==> src/hw/rtl/gwt_pkg.sv <==
// Shared types, constants and helpers for the matrix multiply block.
// Used by the configuration, controller, datapath and top-level modules.
`timescale 1ns / 1ps
package gwt_pkg;

	// Store geometry: square stores of MAX_DIM x MAX_DIM elements.
	localparam int MAX_DIM = 16;
	localparam int IDX_W   = (MAX_DIM > 1) ? $clog2(MAX_DIM) : 1;
	localparam int CNT_W   = $clog2(MAX_DIM + 1);
	localparam int ADDR_W  = 2 * IDX_W;
	localparam int CELLS   = MAX_DIM * MAX_DIM;

	// Field widths.
	localparam int ELEM_W  = 16;
	localparam int PROD_W  = 2 * ELEM_W;
	localparam int ACC_W   = PROD_W + IDX_W;
	localparam int SCL_W   = ACC_W + ELEM_W;
	localparam int TOT_W   = SCL_W + 1;
	localparam int CIDX_W  = 3;

	// Item opcodes.
	typedef enum logic [2:0] {
		OP_LOAD_A  = 3'd0,
		OP_LOAD_B  = 3'd1,
		OP_LOAD_C  = 3'd2,
		OP_COMPUTE = 3'd3,
		OP_READ_C  = 3'd4
	} op_t;

	// Configuration register indexes.
	typedef enum logic [CIDX_W-1:0] {
		REG_TRANS_A = 3'd0,
		REG_TRANS_B = 3'd1,
		REG_ROWS_M  = 3'd2,
		REG_COLS_N  = 3'd3,
		REG_INNER_K = 3'd4,
		REG_ALPHA   = 3'd5,
		REG_BETA    = 3'd6
	} reg_idx_t;

	// Result kinds.
	localparam logic KIND_READ = 1'b0;
	localparam logic KIND_DONE = 1'b1;

	// Configuration as seen by the controller and datapath, dimensions clamped.
	typedef struct packed {
		logic                     trans_a;
		logic                     trans_b;
		logic [CNT_W-1:0]         m_dim;
		logic [CNT_W-1:0]         n_dim;
		logic [CNT_W-1:0]         k_dim;
		logic signed [ELEM_W-1:0] alpha;
		logic signed [ELEM_W-1:0] beta;
	} cfg_t;

	// Commands from the controller to the datapath.
	typedef struct packed {
		logic             wr_a;
		logic             wr_b;
		logic             wr_c;
		logic             rd_ext;
		logic             mac_issue;
		logic             mac_first;
		logic             mac_last;
		logic             rd_elem;
		logic             scale;
		logic             round;
		logic             clip_clear;
		logic             out_load;
		logic             out_kind;
		logic [IDX_W-1:0] i;
		logic [IDX_W-1:0] j;
		logic [IDX_W-1:0] k;
	} cmd_t;

	// Status from the datapath to the controller.
	typedef struct packed {
		logic mac_done;
		logic out_free;
	} stat_t;

	// Saturate a raw dimension to the range 1..MAX_DIM.
	function automatic logic [CNT_W-1:0] clamp_dim(input logic [4:0] d);
		logic [CNT_W-1:0] r;
		if (d == 5'd0) begin
			r = CNT_W'(1);
		end else if (32'(d) > MAX_DIM) begin
			r = CNT_W'(MAX_DIM);
		end else begin
			r = CNT_W'(d);
		end
		return r;
	endfunction

endpackage

==> src/hw/rtl/gwt_ctrl.sv <==
// Controller state machine: decodes items and sequences the element loops.
// Depends on gwt_pkg for the opcode, command and status types.
`timescale 1ns / 1ps
module gwt_ctrl
	import gwt_pkg::*;
(
	input  logic       clk,
	input  logic       arst_n,
	input  logic       in_valid,
	output logic       in_stall,
	input  logic [2:0] opcode,
	input  cfg_t       cfg,
	input  stat_t      stat,
	output cmd_t       cmd
);

	typedef enum logic [2:0] {
		ST_IDLE,
		ST_MAC,
		ST_DRAIN,
		ST_SCALE,
		ST_ROUND,
		ST_FIN,
		ST_RDOUT
	} state_t;

	state_t           state_q;
	logic [IDX_W-1:0] i_q;
	logic [IDX_W-1:0] j_q;
	logic [IDX_W-1:0] k_q;
	logic             accept;
	logic             last_k;
	logic             last_j;
	logic             last_i;

	assign in_stall = (state_q != ST_IDLE);
	assign accept   = in_valid && !in_stall;
	assign last_k   = (CNT_W'(k_q) == cfg.k_dim - 1'b1);
	assign last_j   = (CNT_W'(j_q) == cfg.n_dim - 1'b1);
	assign last_i   = (CNT_W'(i_q) == cfg.m_dim - 1'b1);

	// State and loop counters.
	always_ff @(posedge clk or negedge arst_n) begin
		if (!arst_n) begin
			state_q <= ST_IDLE;
			i_q     <= '0;
			j_q     <= '0;
			k_q     <= '0;
		end else begin
			case (state_q)
				ST_IDLE: begin
					if (accept) begin
						case (op_t'(opcode))
							OP_COMPUTE: begin
								i_q     <= '0;
								j_q     <= '0;
								k_q     <= '0;
								state_q <= ST_MAC;
							end
							OP_READ_C: state_q <= ST_RDOUT;
							default: ;
						endcase
					end
				end
				ST_MAC: begin
					if (last_k) begin
						state_q <= ST_DRAIN;
					end else begin
						k_q <= k_q + 1'b1;
					end
				end
				ST_DRAIN: begin
					if (stat.mac_done) begin
						state_q <= ST_SCALE;
					end
				end
				ST_SCALE: state_q <= ST_ROUND;
				ST_ROUND: begin
					k_q <= '0;
					if (last_j) begin
						j_q <= '0;
						if (last_i) begin
							state_q <= ST_FIN;
						end else begin
							i_q     <= i_q + 1'b1;
							state_q <= ST_MAC;
						end
					end else begin
						j_q     <= j_q + 1'b1;
						state_q <= ST_MAC;
					end
				end
				ST_FIN: begin
					if (stat.out_free) begin
						state_q <= ST_IDLE;
					end
				end
				ST_RDOUT: begin
					if (stat.out_free) begin
						state_q <= ST_IDLE;
					end
				end
				default: state_q <= ST_IDLE;
			endcase
		end
	end

	// Command decode from state and counters.
	always_comb begin
		cmd            = '0;
		cmd.i          = i_q;
		cmd.j          = j_q;
		cmd.k          = k_q;
		cmd.out_kind   = KIND_READ;
		case (state_q)
			ST_IDLE: begin
				if (accept) begin
					case (op_t'(opcode))
						OP_LOAD_A:  cmd.wr_a       = 1'b1;
						OP_LOAD_B:  cmd.wr_b       = 1'b1;
						OP_LOAD_C:  cmd.wr_c       = 1'b1;
						OP_COMPUTE: cmd.clip_clear = 1'b1;
						OP_READ_C:  cmd.rd_ext     = 1'b1;
						default: ;
					endcase
				end
			end
			ST_MAC: begin
				cmd.mac_issue = 1'b1;
				cmd.mac_first = (k_q == '0);
				cmd.mac_last  = last_k;
				cmd.rd_elem   = (k_q == '0);
			end
			ST_SCALE: cmd.scale = 1'b1;
			ST_ROUND: cmd.round = 1'b1;
			ST_FIN: begin
				cmd.out_load = stat.out_free;
				cmd.out_kind = KIND_DONE;
			end
			ST_RDOUT: cmd.out_load = stat.out_free;
			default: ;
		endcase
	end

	// A result is loaded only when the output register can take it.
	a_out_free: assert property (@(posedge clk) disable iff (!arst_n)
		cmd.out_load |-> stat.out_free)
		else $error("result loaded into a busy output register");

	// The accumulator finishes only while the controller waits for it.
	a_done_drain: assert property (@(posedge clk) disable iff (!arst_n)
		stat.mac_done |-> (state_q == ST_DRAIN))
		else $error("accumulation finished outside the drain state");

	// Leaving the final state always comes with a result transfer into the output.
	a_fin_out: assert property (@(posedge clk) disable iff (!arst_n)
		(state_q == ST_FIN) && stat.out_free |=> (state_q == ST_IDLE))
		else $error("compute finish did not return to idle");

endmodule

==> config.mk <==
export PLATFORM = sky130hd
export DESIGN_NAME = gwt_ctrl
export DESIGN_NICKNAME = d
export VERILOG_FILES = /design/src/hw/rtl/gwt_pkg.sv /design/src/hw/rtl/gwt_ctrl.sv
export SDC_FILE = /design/constraint.sdc
export NUM_CORES = 1
export LEC_CHECK = 0
export BUFFER_PORTS_ARGS = -buffer_cell sky130_fd_sc_hd__buf_2
export CAP_MARGIN = 20
export CORE_ASPECT_RATIO = 1.4
export CORE_UTILIZATION = 43
export CTS_BUF_LIST = sky130_fd_sc_hd__clkbuf_4 sky130_fd_sc_hd__clkbuf_8 sky130_fd_sc_hd__clkbuf_16
export CTS_CLUSTER_SIZE = 16
export DETAILED_ROUTE_END_ITERATION = 16
export PLACE_DENSITY = 0.8
export REMOVE_ABC_BUFFERS = 1
export SKIP_CTS_REPAIR_TIMING = 1
export SYNTH_ARGS = -nofsm -noshare
export SYNTH_HDL_FRONTEND = slang
export SYNTH_SLANG_ARGS = --single-unit
==> constraint.sdc <==
create_clock -name clk -period 2.2 [get_ports clk]
set_clock_uncertainty 0.15 [all_clocks]
set_input_delay 0.22 -clock clk [delete_from_list [all_inputs] [get_ports clk]]
set_output_delay 0.22 -clock clk [all_outputs]
set_load 0.05 [all_outputs]
==> impl_metrics.py, run 1 <==
metrics = {
    "floorplanning": {
        "initial_utilization": 0.464,
        "die-area_um2": 3430,
        "fp-row-count": 23,
        "die_x_um": 49.8,
        "core_um2": 2960,
        "dieHeight_um": 68.9,
        "io_pins": 83,
    },
    "logic_synthesis": {
        "syn-mean-instance-area_um2": 8.33,
        "synth-seq-area-share": 0.273,
        "netlist.area_leader.share": 0.273,
        "ys_seq_elements": 15,
        "syn_inst": 165,
        "netlist_top_cells_count": "15 x dfrtp_1, 15 x nand2_1, 14 x inv_1, 14 x xnor2_1, 11 x nor2_1",
        "yosys-top-cells-area": "dfrtp_1 27%, xnor2_1 8.9%, ha_1 6.4%",
        "synth_warnings": 0,
        "synth-async-reset-ratio": 1.00,
        "netlist_area_um2": 1380,
        "yosys.area.top_type": "dfrtp_1",
        "synth-main-ff-cell": "dfrtp_1",
        "ys_types": 45,
        "synth_edf_count": 0,
    },
    "finish": {
        "area_delta_synth_final_pct": 29.5,
        "final_nets": 285,
        "drive_above_1_share": 0.318,
        "final_util": 0.601,
        "diodes": 0,
    },
    "pwr": {
        "p_switching_w": 0.00111,
        "comb_power_share": 0.633,
        "power.density_nw_per_um2": 1160,
        "p_leak_nw": 0.924,
        "sw_frac_of_total": 0.536,
        "total_power_w": 0.00207,
        "clkPwrFrac": 0.116,
        "peakVddDrop_uv": 1070,
        "internal-power_w": 0.000960,
        "power_frac_seq": 0.251,
    },
    "sta": {
        "min_period_over_period": 0.957,
        "max_slew_margin": 0.552,
        "rsz0062_at_grt": "false",
        "max_freq_mhz": 475,
        "fin_crit_ns": 2.10,
        "maxSlewViolCount": 0,
        "finalHoldViolCount": 0,
        "whs_ns": 0.189,
        "worst_pin_slew_ns": 0.668,
        "finalSetupViolCount": 0,
    },
    "cts": {
        "cts.sinks": 15,
        "htree_levels": 1,
        "cts_root_buffer": "clkbuf_8",
        "clock_latency_ns": 0.25,
        "clock_path_buffers": 2,
        "cts_inserted_buffers": 3,
        "clk_pin_slew_worst_paths_ns": 0.06,
        "cts_tree": "done",
    },
    "detailed_routing": {
        "wirelength_um": 3040,
        "ant_nets": 0,
        "routed-wl-met2_um": 1680,
        "drtIter0Drc": 19,
        "top_layer": "met4",
        "routedWlPerCell_um": 11.8,
        "drcViolationCount": 0,
        "num_vias": 1407,
        "met3WireLength_um": 113,
        "met1_length_um": 1180,
        "via_per_inst": 5.47,
        "drtPass1Iterations": 4,
    },
    "grt": {
        "grt_pass1_vias": 1217,
        "grt_usage": 0.190,
        "grt_pass1_wl_um": 4990,
        "grt_overflow": 0,
        "grt_max_degree": 16,
        "antenna_found_initial": 0,
    },
    "place": {
        "numPortBuffers": 48,
        "routabilityCongestion": 0.801,
        "dpl.hpwl_um": 2420,
    },
    "setup_path": {
        "crit_arrival_ns": 1.73,
        "crit_path_end_kind": "output pin",
        "cp-start-kind": "flip-flop",
        "criticalPathCategory": "flip-flop to output pin",
        "critPathMaxFanout": 7,
        "worstPathRequired_ns": 1.83,
    },
    "outcome": {
        "status": "finished clean",
    },
    "run": {
        "cap_violations": 0,
    },
    "hold_path": {
        "hold_class": "input port to flip-flop",
    },
}
## power by group through the flow
stage | Clock, W | Combinational [W] | Sequential, W
2_1_floorplan | 0 | 0.000705 | 0.000787
3_3_place_gp | 0 | 0.00128 | 0.000517
3_5_place_dp | 0 | 0.00130 | 0.000519
4_1_cts | 0.000247 | 0.00130 | 0.000516
5_1_grt | 0.000259 | 0.00142 | 0.000543
6_report | 0.000240 | 0.00131 | 0.000519
## layout by cell type, fill, tap and decap left out, types with 3 or more instances in the layout
cell type / count
buf_4: 9
xnor2_1: 14
nand3_1: 3
inv_1: 13
nand2_1: 15
xor2_1: 5
o21ai_0: 5
nand4_1: 4
buf_2: 44
a21oi_1: 6
and3_1: 3
dfrtp_1: 14
ha_1: 7
nor2_1: 10
mux2i_1: 8
nand2b_1: 5
clkbuf_8: 3
nor3_1: 6
## area by class of cell
| type | instances | area, um^2 |
|---|---|---|
| Fill cell | 279 | 1180 |
| Multi-Input combinational cell | 132 | 951 |
| Sequential cell | 15 | 377 |
| Timing Repair Buffer | 55 | 305 |
| Inverter | 14 | 52.6 |
| Clock buffer | 4 | 48.8 |
| Tap cell | 37 | 46.3 |
## registers in the layout (all words and copies together) (netlist names)
name     cells
j_q          4
k_q          4
state_q      3
i_q          4
## metrics by stage
step	cell area (um^2)	TNS [ns]	worst slack, ns	cells
floorplan	1360	-6.84	-2.16	161
global placement	1690	0	0.162	252
detailed placement	1690	0	0.112	252
CTS	1740	0	0.00854	256
global route	1780	0	0.0153	257
finish	1780	0	0.0952	257
## logic make-up after synthesis
| kind of cell | Yosys count | share of synthesized area |
|---|---|---|
| xor+xnor | 19 | 0.121 |
| fa+ha+maj | 7 | 0.0637 |
| buf+inv | 18 | 0.0528 |
| mux | 9 | 0.0664 |
| simple gates | 69 | 0.280 |
| flops | 15 | 0.273 |
| compound gates | 28 | 0.143 |
## path summary, 6_finish.rpt
kind                       startpoint         end  slack (ns)  cells past startpoint
setup / recovery           state_q[1]     cmd[21]         0.1                      6
hold / removal                stat[0]  state_q[1]        0.19                      4
setup reg to reg               i_q[2]      i_q[2]        0.27                      5
hold reg to reg                k_q[2]      k_q[2]        0.44                      1
max in group asynchronous      arst_n  state_q[1]        1.37                      2
min in group asynchronous      arst_n      i_q[3]        0.26                      2
## critical path: stages (launching register included)
cell     delay [ns]
dfrtp_2        0.45
buf_4          0.17
nor3_4         0.18
a21oi_1        0.07
o22a_1         0.24
and3_1         0.18
buf_4          0.19
## layer usage
| metal | vias to the layer above | global-route usage |
|---|---|---|
| met1 | 671 | 0.197 |
| met5 | - | 0 |
| met3 | 7 | 0.0241 |
| met4 | 0 | 0.0750 |
| li1 | 694 | - |
| met2 | 35 | 0.382 |
Power figures use the tool's default switching activity.
==> run 2: changes to the inputs <==
- CORE_MARGIN: default -> 2
==> run 2 against run 1 <==
  * Register-to-register slack worse by 0.13 ns
  * Worst setup slack worse by 0.0082 ns
  * Core utilization down 2.9 points
  * Total power down 0.20%
  * Sequential share of layout area up 0.21 points
  * Final cell count up 0.39%
  * Cell area down 0.63%
  * Critical path type unchanged
  * Critical endpoint is now cmd[22]
==> impl_metrics.py, run 2 (synthesized netlist as in run 1, its figures left out) <==
metrics = {
    "outcome": {
        "status": "finished clean",
    },
    "detailed_routing": {
        "via_per_inst": 5.43,
        "ant_nets": 0,
        "routedWlPerCell_um": 12.3,
        "drtIter0Drc": 28,
        "num_vias": 1401,
        "drcViolationCount": 0,
        "drtPass1Iterations": 4,
        "wirelength_um": 3160,
    },
    "sta": {
        "maxSlewViolCount": 0,
        "worst_pin_slew_ns": 0.654,
        "fin_crit_ns": 2.11,
        "max_freq_mhz": 473,
        "finalSetupViolCount": 0,
        "min_period_over_period": 0.960,
        "finalHoldViolCount": 0,
        "whs_ns": 0.186,
        "max_slew_margin": 0.561,
        "final.setup.tns_ns": 0,
    },
    "floorplanning": {
        "dieHeight_um": 70.9,
        "die_x_um": 51.8,
        "core_um2": 3090,
        "die-area_um2": 3670,
        "fp-row-count": 24,
        "initial_utilization": 0.445,
        "io_pins": 83,
    },
    "cts": {
        "cts_inserted_buffers": 3,
        "cts_root_buffer": "clkbuf_8",
        "cts_tree": "done",
        "clk_pin_slew_worst_paths_ns": 0.06,
        "htree_levels": 1,
        "cts.sinks": 15,
        "clock_latency_ns": 0.24,
        "clock_path_buffers": 2,
    },
    "grt": {
        "antenna_found_initial": 0,
        "grt_max_degree": 16,
        "grt_overflow": 0,
        "grt_pass1_wl_um": 5270,
        "grt_pass1_vias": 1275,
        "grt_usage": 0.182,
    },
    "finish": {
        "stdcell_area_um2": 1770,
        "stdcell_count": 258,
        "seqCellArea_um2": 378,
        "layout_common_cells": "43 x buf_2, 15 x nand2_1, 14 x inv_1, 14 x xnor2_1, 13 x dfrtp_1",
        "diodes": 0,
        "final_nets": 284,
        "reg_top3": "i_q (4), j_q (4), k_q (4)",
        "final_common_cell": "buf_2",
        "nFillCells": 290,
        "drive_above_1_share": 0.311,
        "area_delta_synth_final_pct": 28.7,
        "multiInputGateArea_um2": 941,
    },
    "pwr": {
        "peakVddDrop_uv": 633,
        "power.density_nw_per_um2": 1170,
        "p_leak_nw": 0.915,
    },
    "place": {
        "dpl.hpwl_um": 2550,
        "routabilityCongestion": 0.846,
        "dpl_cell_area_um2": 1680,
        "numPortBuffers": 48,
        "dpl.cell_count": 253,
    },
    "setup_path": {
        "cp-start-kind": "flip-flop",
        "worstPathRequired_ns": 1.83,
        "criticalPathCategory": "flip-flop to output pin",
        "critPathMaxFanout": 7,
        "crit_arrival_ns": 1.74,
        "crit_path_end_kind": "output pin",
    },
    "hold_path": {
        "hold_class": "input port to flip-flop",
    },
    "run": {
        "cap_violations": 0,
    },
}
## run 2: cell count changes in the layout (fill, tap and decap cells not counted)
cell | before | now
buf_2 | 44 | 43
clkbuf_4 | 2 | 4
nor4b_2 | 0 | 1
dfrtp_2 | 1 | 2
nor3b_2 | 1 | 0
nor3_4 | 1 | 0
inv_2 | 1 | 0
buf_4 | 9 | 7
nor3b_1 | 2 | 3
dfrtp_1 | 14 | 13
nor4b_1 | 2 | 1
nor3_1 | 6 | 7
inv_1 | 13 | 14
## run 2: through the flow
step | total power (W) | util | worst slack (ns)
finish | 0.00207 | 0.572 | 0.0870
global route | 0.00222 | 0.572 | -0.00740
CTS | 0.00206 | 0.559 | -0.0235
detailed placement | 0.00182 | 0.544 | 0.0795
global placement | 0.00179 | 0.544 | 0.153
floorplan | 0.00149 | - | -2.16
## run 2: power breakdown
group / leakage, nW / switching [W] / internal (W) / total [W]
Sequential: 0.190 / 0.000160 / 0.000373 / 0.000533
Combinational: 0.698 / 0.000850 / 0.000446 / 0.00130
Clock: 0.0262 / 0.0000965 / 0.000140 / 0.000237
Total: 0.915 / 0.00111 / 0.000959 / 0.00207
## run 2: path summary, 6_finish.rpt
kind	from	endpoint	slack (ns)	cells after the start
min in group asynchronous	arst_n	state_q[2]	0.27	2
setup / recovery	state_q[0]	cmd[22]	0.09	5
hold reg to reg	i_q[0]	i_q[0]	0.41	1
setup reg to reg	state_q[0]	i_q[2]	0.14	5
max in group asynchronous	arst_n	state_q[1]	1.35	2
hold / removal	stat[0]	state_q[1]	0.19	4
## run 2: layer usage
metal | vias up | share of wire | global-route usage
li1 | 692 | - | -
met2 | 26 | 0.56 | 0.340
met3 | 2 | 0.032 | 0.0127
met1 | 681 | 0.40 | 0.216
met5 | - | 0 | 0
met4 | 0 | 0.0092 | 0.0526
## run 2: final cells by class
class,count,area share
clock buffer,4,0.0276
inverter,14,0.0297
multi-input combinational,132,0.532
sequential,15,0.214
tap,39,0.0276
timing repair buffer,54,0.170
## run 2: critical path, cell delays in order (launching register included)
cell     delay [ns]
dfrtp_2        0.46
nor2_2         0.15
nand2_1        0.11
or2_2          0.34
nor3b_1        0.21
buf_4          0.23
