===== config.mk =====
export PLATFORM = sky130hd
export DESIGN_NAME = gwt_cfg
export DESIGN_NICKNAME = d
export VERILOG_FILES = /design/src/hw/rtl/gwt_pkg.sv /design/src/hw/rtl/gwt_cfg.sv
export SDC_FILE = /design/constraint.sdc
export NUM_CORES = 1
export LEC_CHECK = 0
export BUFFER_PORTS_ARGS = -buffer_cell sky130_fd_sc_hd__buf_2
export CAP_MARGIN = 5
export CORE_UTILIZATION = 50
export DETAILED_ROUTE_END_ITERATION = 10
export GPL_ROUTABILITY_DRIVEN = 0
export HOLD_SLACK_MARGIN = 0.06
export PLACE_DENSITY = 0.89
export SLEW_MARGIN = 10
export SYNTH_ARGS = -nofsm -noshare
export SYNTH_HDL_FRONTEND = slang
export SYNTH_SLANG_ARGS = --single-unit

===== constraint.sdc =====
create_clock -name clk -period 1.2 [get_ports clk]
set_input_delay 0.24 -clock clk [delete_from_list [all_inputs] [get_ports clk]]
set_output_delay 0.24 -clock clk [all_outputs]
set_load 0.01 [all_outputs]

===== src/hw/rtl/gwt_pkg.sv =====
// Shared types, constants and helpers for the matrix multiply block.
// Used by the configuration, controller, datapath and top-level modules.
`timescale 1ns / 1ps
package gwt_pkg;

	// Store geometry: square stores of MAX_DIM x MAX_DIM elements.
	localparam int MAX_DIM = 16;
	localparam int IDX_W   = (MAX_DIM > 1) ? $clog2(MAX_DIM) : 1;
	localparam int CNT_W   = $clog2(MAX_DIM + 1);
	localparam int ADDR_W  = 2 * IDX_W;
	localparam int CELLS   = MAX_DIM * MAX_DIM;

	// Field widths.
	localparam int ELEM_W  = 16;
	localparam int PROD_W  = 2 * ELEM_W;
	localparam int ACC_W   = PROD_W + IDX_W;
	localparam int SCL_W   = ACC_W + ELEM_W;
	localparam int TOT_W   = SCL_W + 1;
	localparam int CIDX_W  = 3;

	// Item opcodes.
	typedef enum logic [2:0] {
		OP_LOAD_A  = 3'd0,
		OP_LOAD_B  = 3'd1,
		OP_LOAD_C  = 3'd2,
		OP_COMPUTE = 3'd3,
		OP_READ_C  = 3'd4
	} op_t;

	// Configuration register indexes.
	typedef enum logic [CIDX_W-1:0] {
		REG_TRANS_A = 3'd0,
		REG_TRANS_B = 3'd1,
		REG_ROWS_M  = 3'd2,
		REG_COLS_N  = 3'd3,
		REG_INNER_K = 3'd4,
		REG_ALPHA   = 3'd5,
		REG_BETA    = 3'd6
	} reg_idx_t;

	// Result kinds.
	localparam logic KIND_READ = 1'b0;
	localparam logic KIND_DONE = 1'b1;

	// Configuration as seen by the controller and datapath, dimensions clamped.
	typedef struct packed {
		logic                     trans_a;
		logic                     trans_b;
		logic [CNT_W-1:0]         m_dim;
		logic [CNT_W-1:0]         n_dim;
		logic [CNT_W-1:0]         k_dim;
		logic signed [ELEM_W-1:0] alpha;
		logic signed [ELEM_W-1:0] beta;
	} cfg_t;

	// Commands from the controller to the datapath.
	typedef struct packed {
		logic             wr_a;
		logic             wr_b;
		logic             wr_c;
		logic             rd_ext;
		logic             mac_issue;
		logic             mac_first;
		logic             mac_last;
		logic             rd_elem;
		logic             scale;
		logic             round;
		logic             clip_clear;
		logic             out_load;
		logic             out_kind;
		logic [IDX_W-1:0] i;
		logic [IDX_W-1:0] j;
		logic [IDX_W-1:0] k;
	} cmd_t;

	// Status from the datapath to the controller.
	typedef struct packed {
		logic mac_done;
		logic out_free;
	} stat_t;

	// Saturate a raw dimension to the range 1..MAX_DIM.
	function automatic logic [CNT_W-1:0] clamp_dim(input logic [4:0] d);
		logic [CNT_W-1:0] r;
		if (d == 5'd0) begin
			r = CNT_W'(1);
		end else if (32'(d) > MAX_DIM) begin
			r = CNT_W'(MAX_DIM);
		end else begin
			r = CNT_W'(d);
		end
		return r;
	endfunction

endpackage


===== src/hw/rtl/gwt_cfg.sv =====
// Configuration register file for the matrix multiply block.
// Depends on gwt_pkg for the register indexes and the cfg_t bundle.
`timescale 1ns / 1ps
module gwt_cfg
	import gwt_pkg::*;
(
	input  logic              clk,
	input  logic              arst_n,
	input  logic              wr_en,
	input  logic [CIDX_W-1:0] wr_index,
	input  logic [15:0]       wr_data,
	output cfg_t              cfg
);

	logic                     trans_a_q;
	logic                     trans_b_q;
	logic [4:0]               rows_m_q;
	logic [4:0]               cols_n_q;
	logic [4:0]               inner_k_q;
	logic signed [ELEM_W-1:0] alpha_q;
	logic signed [ELEM_W-1:0] beta_q;

	// Register writes; unknown indexes are dropped.
	always_ff @(posedge clk or negedge arst_n) begin
		if (!arst_n) begin
			trans_a_q <= 1'b0;
			trans_b_q <= 1'b0;
			rows_m_q  <= 5'd16;
			cols_n_q  <= 5'd16;
			inner_k_q <= 5'd16;
			alpha_q   <= 16'sd256;
			beta_q    <= 16'sd0;
		end else if (wr_en) begin
			case (reg_idx_t'(wr_index))
				REG_TRANS_A: trans_a_q <= wr_data[0];
				REG_TRANS_B: trans_b_q <= wr_data[0];
				REG_ROWS_M:  rows_m_q  <= wr_data[4:0];
				REG_COLS_N:  cols_n_q  <= wr_data[4:0];
				REG_INNER_K: inner_k_q <= wr_data[4:0];
				REG_ALPHA:   alpha_q   <= $signed(wr_data);
				REG_BETA:    beta_q    <= $signed(wr_data);
				default: ;
			endcase
		end
	end

	// Present dimensions clamped to the store size.
	always_comb begin
		cfg.trans_a = trans_a_q;
		cfg.trans_b = trans_b_q;
		cfg.m_dim   = clamp_dim(rows_m_q);
		cfg.n_dim   = clamp_dim(cols_n_q);
		cfg.k_dim   = clamp_dim(inner_k_q);
		cfg.alpha   = alpha_q;
		cfg.beta    = beta_q;
	end

endmodule


==> results of run 1 <==
layer usage:
layer | share of wire, % | global-route usage, % | wire length (um) | vias up
li1 | - | - | - | 631
met1 | 43 | 26.6 | 1790 | 683
met2 | 53 | 32.5 | 2220 | 24
met3 | 2.2 | 2.74 | 92 | 7
met4 | 1.4 | 8.51 | 60 | 0
met5 | 0 | 0 | 0 | -
cells in the final DEF, fill, tap and decap left out:
master | Yosys | layout
buf_2 | 1 | 65
dfrtp_1 | 45 | 45
mux2_2 | 29 | 29
mux2_4 | 20 | 20
buf_4 | 2 | 11
nor2b_1 | 9 | 8
clkbuf_8 | 0 | 5
buf_6 | 2 | 5
dfstp_2 | 4 | 4
buf_12 | 0 | 4
inv_1 | 3 | 3
or3_1 | 3 | 3
a21oi_2 | 0 | 3
and4bb_2 | 3 | 3
clkbuf_1 | 3 | 3
nand4b_4 | 2 | 2
nor2b_4 | 0 | 1
nand4b_1 | 1 | 1
nor4b_1 | 1 | 1
dlygate4sd3_1 | 0 | 1
cell type report:
type                    instances  area (um^2)
flip-flops and latches         49         1230
repair buffers                 86          554
fillers                       303         1250
inverters                       3         11.3
well taps                      50         62.6
clock buffers                   8         80.1
multi-input cells              71          838
registers in the layout (all words and copies together) (netlist names):
register / flops
alpha_q: 16
beta_q: 16
cols_n_q: 5
inner_k_q: 5
rows_m_q: 5
trans_a_q: 1
trans_b_q: 1
through the flow:
step | setup slack (ps) | std cells | power, uW | util, % | hold slack (ps)
after floorplan | -4.00 | 132 | 3010 | - | -55.6
after global placement | -50.5 | 255 | 3560 | 64.9 | 248
after detailed placement | -66.4 | 255 | 3630 | 64.9 | 247
after CTS | -359 | 266 | 4610 | 68.2 | 180
after global routing | -453 | 267 | 4880 | 68.9 | 185
final | -379 | 267 | 4610 | 68.9 | 189
report_power, final:
| part | internal [uW] | switching [uW] |
|---|---|---|
| Sequential | 2040 | 227 |
| Clock | 415 | 486 |
| Combinational | 845 | 598 |
repair_timing:
item                                   4_1_cts  5_1_grt
setup endpoints to repair                   16       16
endpoints found under the hold margin       45        0
gates cloned                                 0        0
resized for setup                            5        5
hold buffers                                 1        0
setup buffers                                3        2
pin swaps                                    4        1
path summary, 6_finish.rpt:
path	start	endpoint	slack, ps
max reg2reg	cols_n_q[2]$_DFFE_PN0P_	cols_n_q[2]$_DFFE_PN0P_	300
max in group asynchronous	arst_n	inner_k_q[4]$_DFFE_PN1P_	450
min	wr_data[8]	beta_q[8]$_DFFE_PN0P_	190
min in group asynchronous	arst_n	alpha_q[12]$_DFFE_PN0P_	470
min reg2reg	beta_q[13]$_DFFE_PN0P_	beta_q[13]$_DFFE_PN0P_	510
max	cols_n_q[2]$_DFFE_PN0P_	cfg[37]	-380
critical path: cells and delay by family, from the launching register on:
family,cells,cell delay (ps)
AND/OR/NAND/NOR,1,390
AO/OA/AOI/OAI,1,130
buffers and inverters,1,140
flip-flops,1,390
cells by family (layout without fill, tap and decap cells):
| group | after synthesis | in the layout | synth area share (%) |
|---|---|---|---|
| compound gates | 3 | 3 | 0.708 |
| buf+inv | 12 | 97 | 3.30 |
| flops | 49 | 49 | 58.1 |
| mux | 49 | 49 | 29.6 |
| simple gates | 19 | 19 | 8.38 |
==> metrics, run 1 <==
status=finished, violations left; failing checks=negative setup slack; synthesized net count=154; total grt overflow=0; vias=1345; # clock sinks=49; Lkg Pwr=0.00143 uW; min cycle time layout=1580 ps; post-synth top area share=53.1%; num ports=71; # rows=23; register area share after synthesis=58.1%; Clock Skew=0 ps; Slew Viols, Final=0; vias per cell=5.04; post-route setup TNS=-2330 ps; Final Hold Viols=0; worst skew pair latency=290 ps; max_cap viols=0; # H-tree levels=2; Hold WC Path Type=primary input to flop; Clock Path Buffers=2; most instantiated library cell after synthesis=dfrtp_1; Post-synth EDFFs=0; Synth area leaders=dfrtp_1 (53%), mux2_2 (15%), mux2_4 (14%), dfstp_2 (5.0%), nor2b_1 (2.7%); Max Clk Rate=0.633 GHz; Worst Max-Slew Pin Slew=306 ps; Post-synth top cells=dfrtp_1 (45), mux2_2 (29), mux2_4 (20), nor2b_1 (9), dfstp_2 (4); Avg Inst Size Synth=16.1 um^2; crit path cell chain=or3_1 > a21oi_2 > buf_2; synthesized cell area=2120 um^2; ant diodes=0; starting density of the core=52.6%; Cells after Synth=132; Distinct cells, synth=17; WS Path Type=flop to output port; Routed WL=4160 um; PnR worst setup slack=-379 ps; Port Buffers=70; Peak VDD IR=0.000731 V; dominant synthesized flop cell=dfrtp_1; CP max-delay cell=dfrtp_1; GRT Total Usage=20.0%; unrepaired setup endpoints after global routing=true; vias in the first global route=1308; crit end category=output port; Die Y=67.1 um; Yosys reg bits=49; CTS tree=yes; Cells on Worst Hold Path=2; CP required=960 ps; largest net degree at the start of global routing=50; Tcrit/Tclk final=132%; post-DP HPWL=3040 um; layout cells sized above 1=70.0%; first-pass GRT wire length=6560 um; final setup violating endpoints=15; Routed Antenna Nets=0; Startpoint Class=flop; Final Cell Area=2780 um^2; Core ar.=4030 um^2; reg2reg path depth=2; Syn. warnings=0; die area=4510 um^2; post-DR wirelength/cell=15.6 um; Critical Path AT=1340 ps; asr flop ratio synth=100%; clk root buf=clkbuf_8; fin nets=238; Area Overhead vs Synth=31.0%; drc violations=0; Die Wd=67.1 um; area post-placement=2620 um^2; Crit path largest cell delay=390 ps; slew margin rel.=79.3%; Yosys top cell by area=dfrtp_1; initial antenna violation count=0; clock transition at the registers of the reported paths=80 ps; total CTS buffers=5; DR iter-0 viols=67; CP max FO=2; router iterations before antenna repair=4; PwrDens=1660 nW/um^2
(Power assumes the default switching activity.)
==> inputs of run 2 (changes only) <==
Settings changed: REMOVE_ABC_BUFFERS set to 1, SETUP_SLACK_MARGIN set to 0.02.
==> run 2 against run 1 <==
- the flow still finishes with violations (negative setup slack)
- die area unchanged
- core utilization increased by 0.28 points
- first-iteration DRC count is 15% lower
- hold slack got worse by 7.0 ps
- sequential share of layout area shrank 0.18 points
- setup slack lost 19 ps
- clock skew unchanged
- final area increased by 0.41%
- flip-flop and latch count is the same
- combinational power is essentially flat
- largest power group unchanged
==> metrics, run 2 (synthesized netlist as in run 1, its figures left out) <==
met2 wire length=2310 um; clock transition at the registers of the reported paths=90 ps; Final Cell Area=2790 um^2; PwrDens=1670 nW/um^2; Routed Antenna Nets=0; Core Util, Final=69.2%; post-DP HPWL=3160 um; # fillers=310; DR iter-0 viols=57; Clock Path Buffers=2; Die Wd=67.1 um; total CTS buffers=5; Lkg Pwr=0.00143 uW; max_cap viols=0; Largest regs=alpha_q x16, beta_q x16; starting density of the core=52.6%; ant diodes=0; worst skew pair latency=290 ps; Peak VDD IR=0.000938 V; Clock Skew=0 ps; Die Y=67.1 um; multi-input logic area=840 um^2; num ports=71; CP max FO=2; Hold WC Path Type=primary input to flop; # clock sinks=49; vias=1360; CTS tree=yes; initial antenna violation count=0; WL met3=160 um; largest net degree at the start of global routing=23; vias per cell=5.09; crit end category=output port; vias in the first global route=1408; drc violations=0; Worst Max-Slew Pin Slew=342 ps; unrepaired setup endpoints after global routing=true; final setup violating endpoints=15; most frequent cells in the layout=buf_2 (66), dfrtp_1 (45), mux2_2 (29), mux2_4 (20), buf_4 (11); wl on met1=1820 um; # rows=23; die area=4510 um^2; Slew Viols, Final=0; Core ar.=4030 um^2; Routed WL=4370 um; first-pass GRT wire length=6960 um; Tot Pwr=4660 uW; status=finished, violations left; most common cell after layout, fill and taps aside=buf_2; # H-tree levels=2; Port Buffers=70; Final Hold Viols=0; Storage cell area=1230 um^2; dpl ws=-72.3 ps; Max Clk Rate=0.626 GHz; area post-placement=2620 um^2; layout cells sized above 1=71.9%; Max Used Layer=met4; failing checks=negative setup slack; total grt overflow=0; WS Path Type=flop to output port; Startpoint Class=flop; Critical Path AT=1360 ps; CP required=960 ps; Area Overhead vs Synth=31.5%; min cycle time layout=1600 ps; clk root buf=clkbuf_8; PnR worst setup slack=-398 ps; GRT Total Usage=21.8%; slew margin rel.=77.2%; fin nets=238; post-DR wirelength/cell=16.4 um; Tcrit/Tclk final=133%; router iterations before antenna repair=3
==> run 2: layout make-up <==
class / instances / area share [%]
flip-flops and latches: 49 / 44.1
multi-input cells: 71 / 30.1
repair buffers: 86 / 19.7
clock buffers: 6 / 2.96
well taps: 50 / 2.24
clock inverters: 2 / 0.493
inverters: 3 / 0.404
==> run 2: layer usage <==
metal / vias to the layer above / track usage, %
met4: 0 / 10.4
met2: 32 / 34.6
met5: - / 0
li1: 628 / -
met3: 6 / 5.31
met1: 694 / 28.0
==> run 2: repair_timing <==
item | CTS | global route
setup buffers | 3 | 2
pin swaps | 4 | 1
setup endpoints to repair | 16 | 16
endpoints found under the hold margin | 11 | 0
hold buffers | 1 | 0
gates resized for setup | 4 | 5
==> run 2: worst max-delay path, stage by stage (launching register included) <==
cell and delay, ps:
dfrtp_1 380, or3_4 390, a21oi_2 150, buf_2 140
==> run 2: worst paths after layout <==
kind / start / cells after the start / endpoint / slack, ps
hold reg to reg: alpha_q[9]$_DFFE_PN0P_ / 1 / alpha_q[9]$_DFFE_PN0P_ / 510
hold / removal: wr_data[12] / 2 / alpha_q[12]$_DFFE_PN0P_ / 180
setup / recovery: rows_m_q[1]$_DFFE_PN0P_ / 3 / cfg[42] / -400
min in group asynchronous: arst_n / 2 / beta_q[5]$_DFFE_PN0P_ / 420
max in group asynchronous: arst_n / 3 / inner_k_q[4]$_DFFE_PN1P_ / 270
setup reg to reg: rows_m_q[4]$_DFFE_PN1P_ / 2 / rows_m_q[4]$_DFFE_PN1P_ / 250
==> run 2: stage by stage <==
step                      std cells  hold WS, ps  TNS, ps
after floorplan                 123        -55.6        0
after global placement          255          157     -418
after detailed placement        255          159     -893
after CTS                       267          178    -2290
after global routing            267          172    -3110
final                           267          182    -2360
==> run 2: power by group <==
part           internal [uW]  switching, uW  total (uW)
logic                    827            587        1410
registers               2040            226        2260
clock network            467            517         984
total                   3330           1330        4660
==> inputs of run 3 (changes only) <==
Settings changed: GPL_TIMING_DRIVEN set to 0, SLEW_MARGIN 10 to 20.
==> run 3 against run 2 <==
- the run still ends with negative setup slack left
- largest cell class unchanged
- setup slack better by 36 ps
- critical path depth unchanged
- combinational power down 4%
==> metrics, run 3 (synthesized netlist as in run 1, its figures left out) <==
WL met3=147 um; drc violations=0; PwrDens=1730 nW/um^2; Lkg Pwr=0.00137 uW; worst skew pair latency=290 ps; Clock Skew=0 ps; unrepaired setup endpoints after global routing=true; family with the most delay on the worst path=flip-flops; final setup violating endpoints=15; most common cell after layout, fill and taps aside=buf_2; GRT Total Usage=20.5%; starting density of the core=52.6%; post-DP HPWL=2860 um; post-route setup TNS=-2250 ps; Core ar.=4030 um^2; total grt overflow=0; fin cells=258; vias=1318; slew margin rel.=60.5%; first-pass GRT wire length=6600 um; Max Clk Rate=0.640 GHz; CP required=960 ps; post-DR wirelength/cell=16.1 um; CP max-delay cell=dfrtp_1; status=finished, violations left; Max Used Layer=met4; min cycle time layout=1560 ps; Routed Antenna Nets=0; # rows=23; vias per cell=5.11; max_cap viols=0; dpl ws=-202 ps; buffer and inverter count on the worst path=1; CTS tree=yes; # clock sinks=49; router iterations before antenna repair=2; die area=4510 um^2; Tcrit/Tclk final=130%; PnR worst setup slack=-362 ps; ant diodes=0; largest net degree at the start of global routing=50; most frequent cells in the layout=buf_2 (65), dfrtp_1 (45), mux2_2 (29), mux2_4 (20), nor2b_1 (9); Die Y=67.1 um; layout cells sized above 1=69.7%; crit end category=output port; fin nets=229; crit path cell chain=or3_1 > a21oi_1 > buf_2; num ports=71; Peak VDD IR=0.00103 V; Die Wd=67.1 um; Area Overhead vs Synth=25.7%; Routed WL=4150 um; Largest regs=alpha_q x16, beta_q x16; wl on met1=1730 um; met2 wire length=2200 um; Startpoint Class=flop; clk root buf=clkbuf_8; CP max FO=2; Critical Path AT=1320 ps; Port Buffers=70; # fillers=323; vias in the first global route=1348; hold_ws=182 ps; initial antenna violation count=0; failing checks=negative setup slack; WS Path Type=flop to output port; placed instance count=243; area post-placement=2470 um^2; DR iter-0 viols=54; Worst Max-Slew Pin Slew=592 ps; Final Hold Viols=0; Slew Viols, Final=0; total CTS buffers=5; Clock Path Buffers=2; Crit path largest cell delay=380 ps; Hold WC Path Type=primary input to flop; Final Cell Area=2670 um^2; # H-tree levels=2; clock transition at the registers of the reported paths=90 ps
[run 3: cell types whose count changed in the layout (fill, tap and decap cells not counted), sizes merged]
cell / before / now
buf: 85 / 76
[run 3: repair_timing]
item	CTS	global route
gates resized for setup	4	3
gates cloned	0	0
buffers inserted	6	1
endpoints found under the setup margin	16	16
endpoints found under the hold margin	0	45
hold buffers	0	1
pin swaps	3	0
[run 3: area by class of cell]
type                            count  area, um^2  share of cell area (%)
Inverter                            3        11.3                   0.422
Multi-Input combinational cell     71         832                    31.2
Timing Repair Buffer               77         433                    16.2
Tap cell                           50        62.6                    2.35
Sequential cell                    49        1230                    46.2
Clock inverter                      2        13.8                   0.516
Clock buffer                        6        82.6                    3.10
[run 3: report_power, final]
group          total (uW)  switching (uW)  leakage [uW]  internal, uW
sequential           2260             227      0.000582          2040
clock                 995             527     0.0000512           467
combinational        1360             575      0.000737           789
[run 3: path summary, 6_finish.rpt]
check                           cells past startpoint                       end  slack, ps                      from
min in group asynchronous                           2    beta_q[14]$_DFFE_PN0P_        500                    arst_n
max in group asynchronous                           2  inner_k_q[2]$_DFFE_PN0P_        310                    arst_n
worst min register to register                      1    alpha_q[0]$_DFFE_PN0P_        510    alpha_q[0]$_DFFE_PN0P_
worst min-delay path                                2   alpha_q[11]$_DFFE_PN0P_        180               wr_data[11]
worst max-delay path                                3                   cfg[42]       -360   rows_m_q[1]$_DFFE_PN0P_
worst max register to register                      2  inner_k_q[2]$_DFFE_PN0P_        290  inner_k_q[2]$_DFFE_PN0P_
[run 3: metal layers]
layer | vias to the layer above | global-route usage, %
met5 | - | 0
met1 | 668 | 25.9
met3 | 7 | 4.11
met4 | 0 | 10.1
li1 | 610 | -
met2 | 33 | 33.4
[run 3: through the flow]
stage                     power [uW]  utilization [%]
after floorplan                 2960                -
after global placement          3470             61.4
after detailed placement        3530             61.4
after CTS                       4640             65.6
after global routing            4870             66.2
final                           4620             66.2
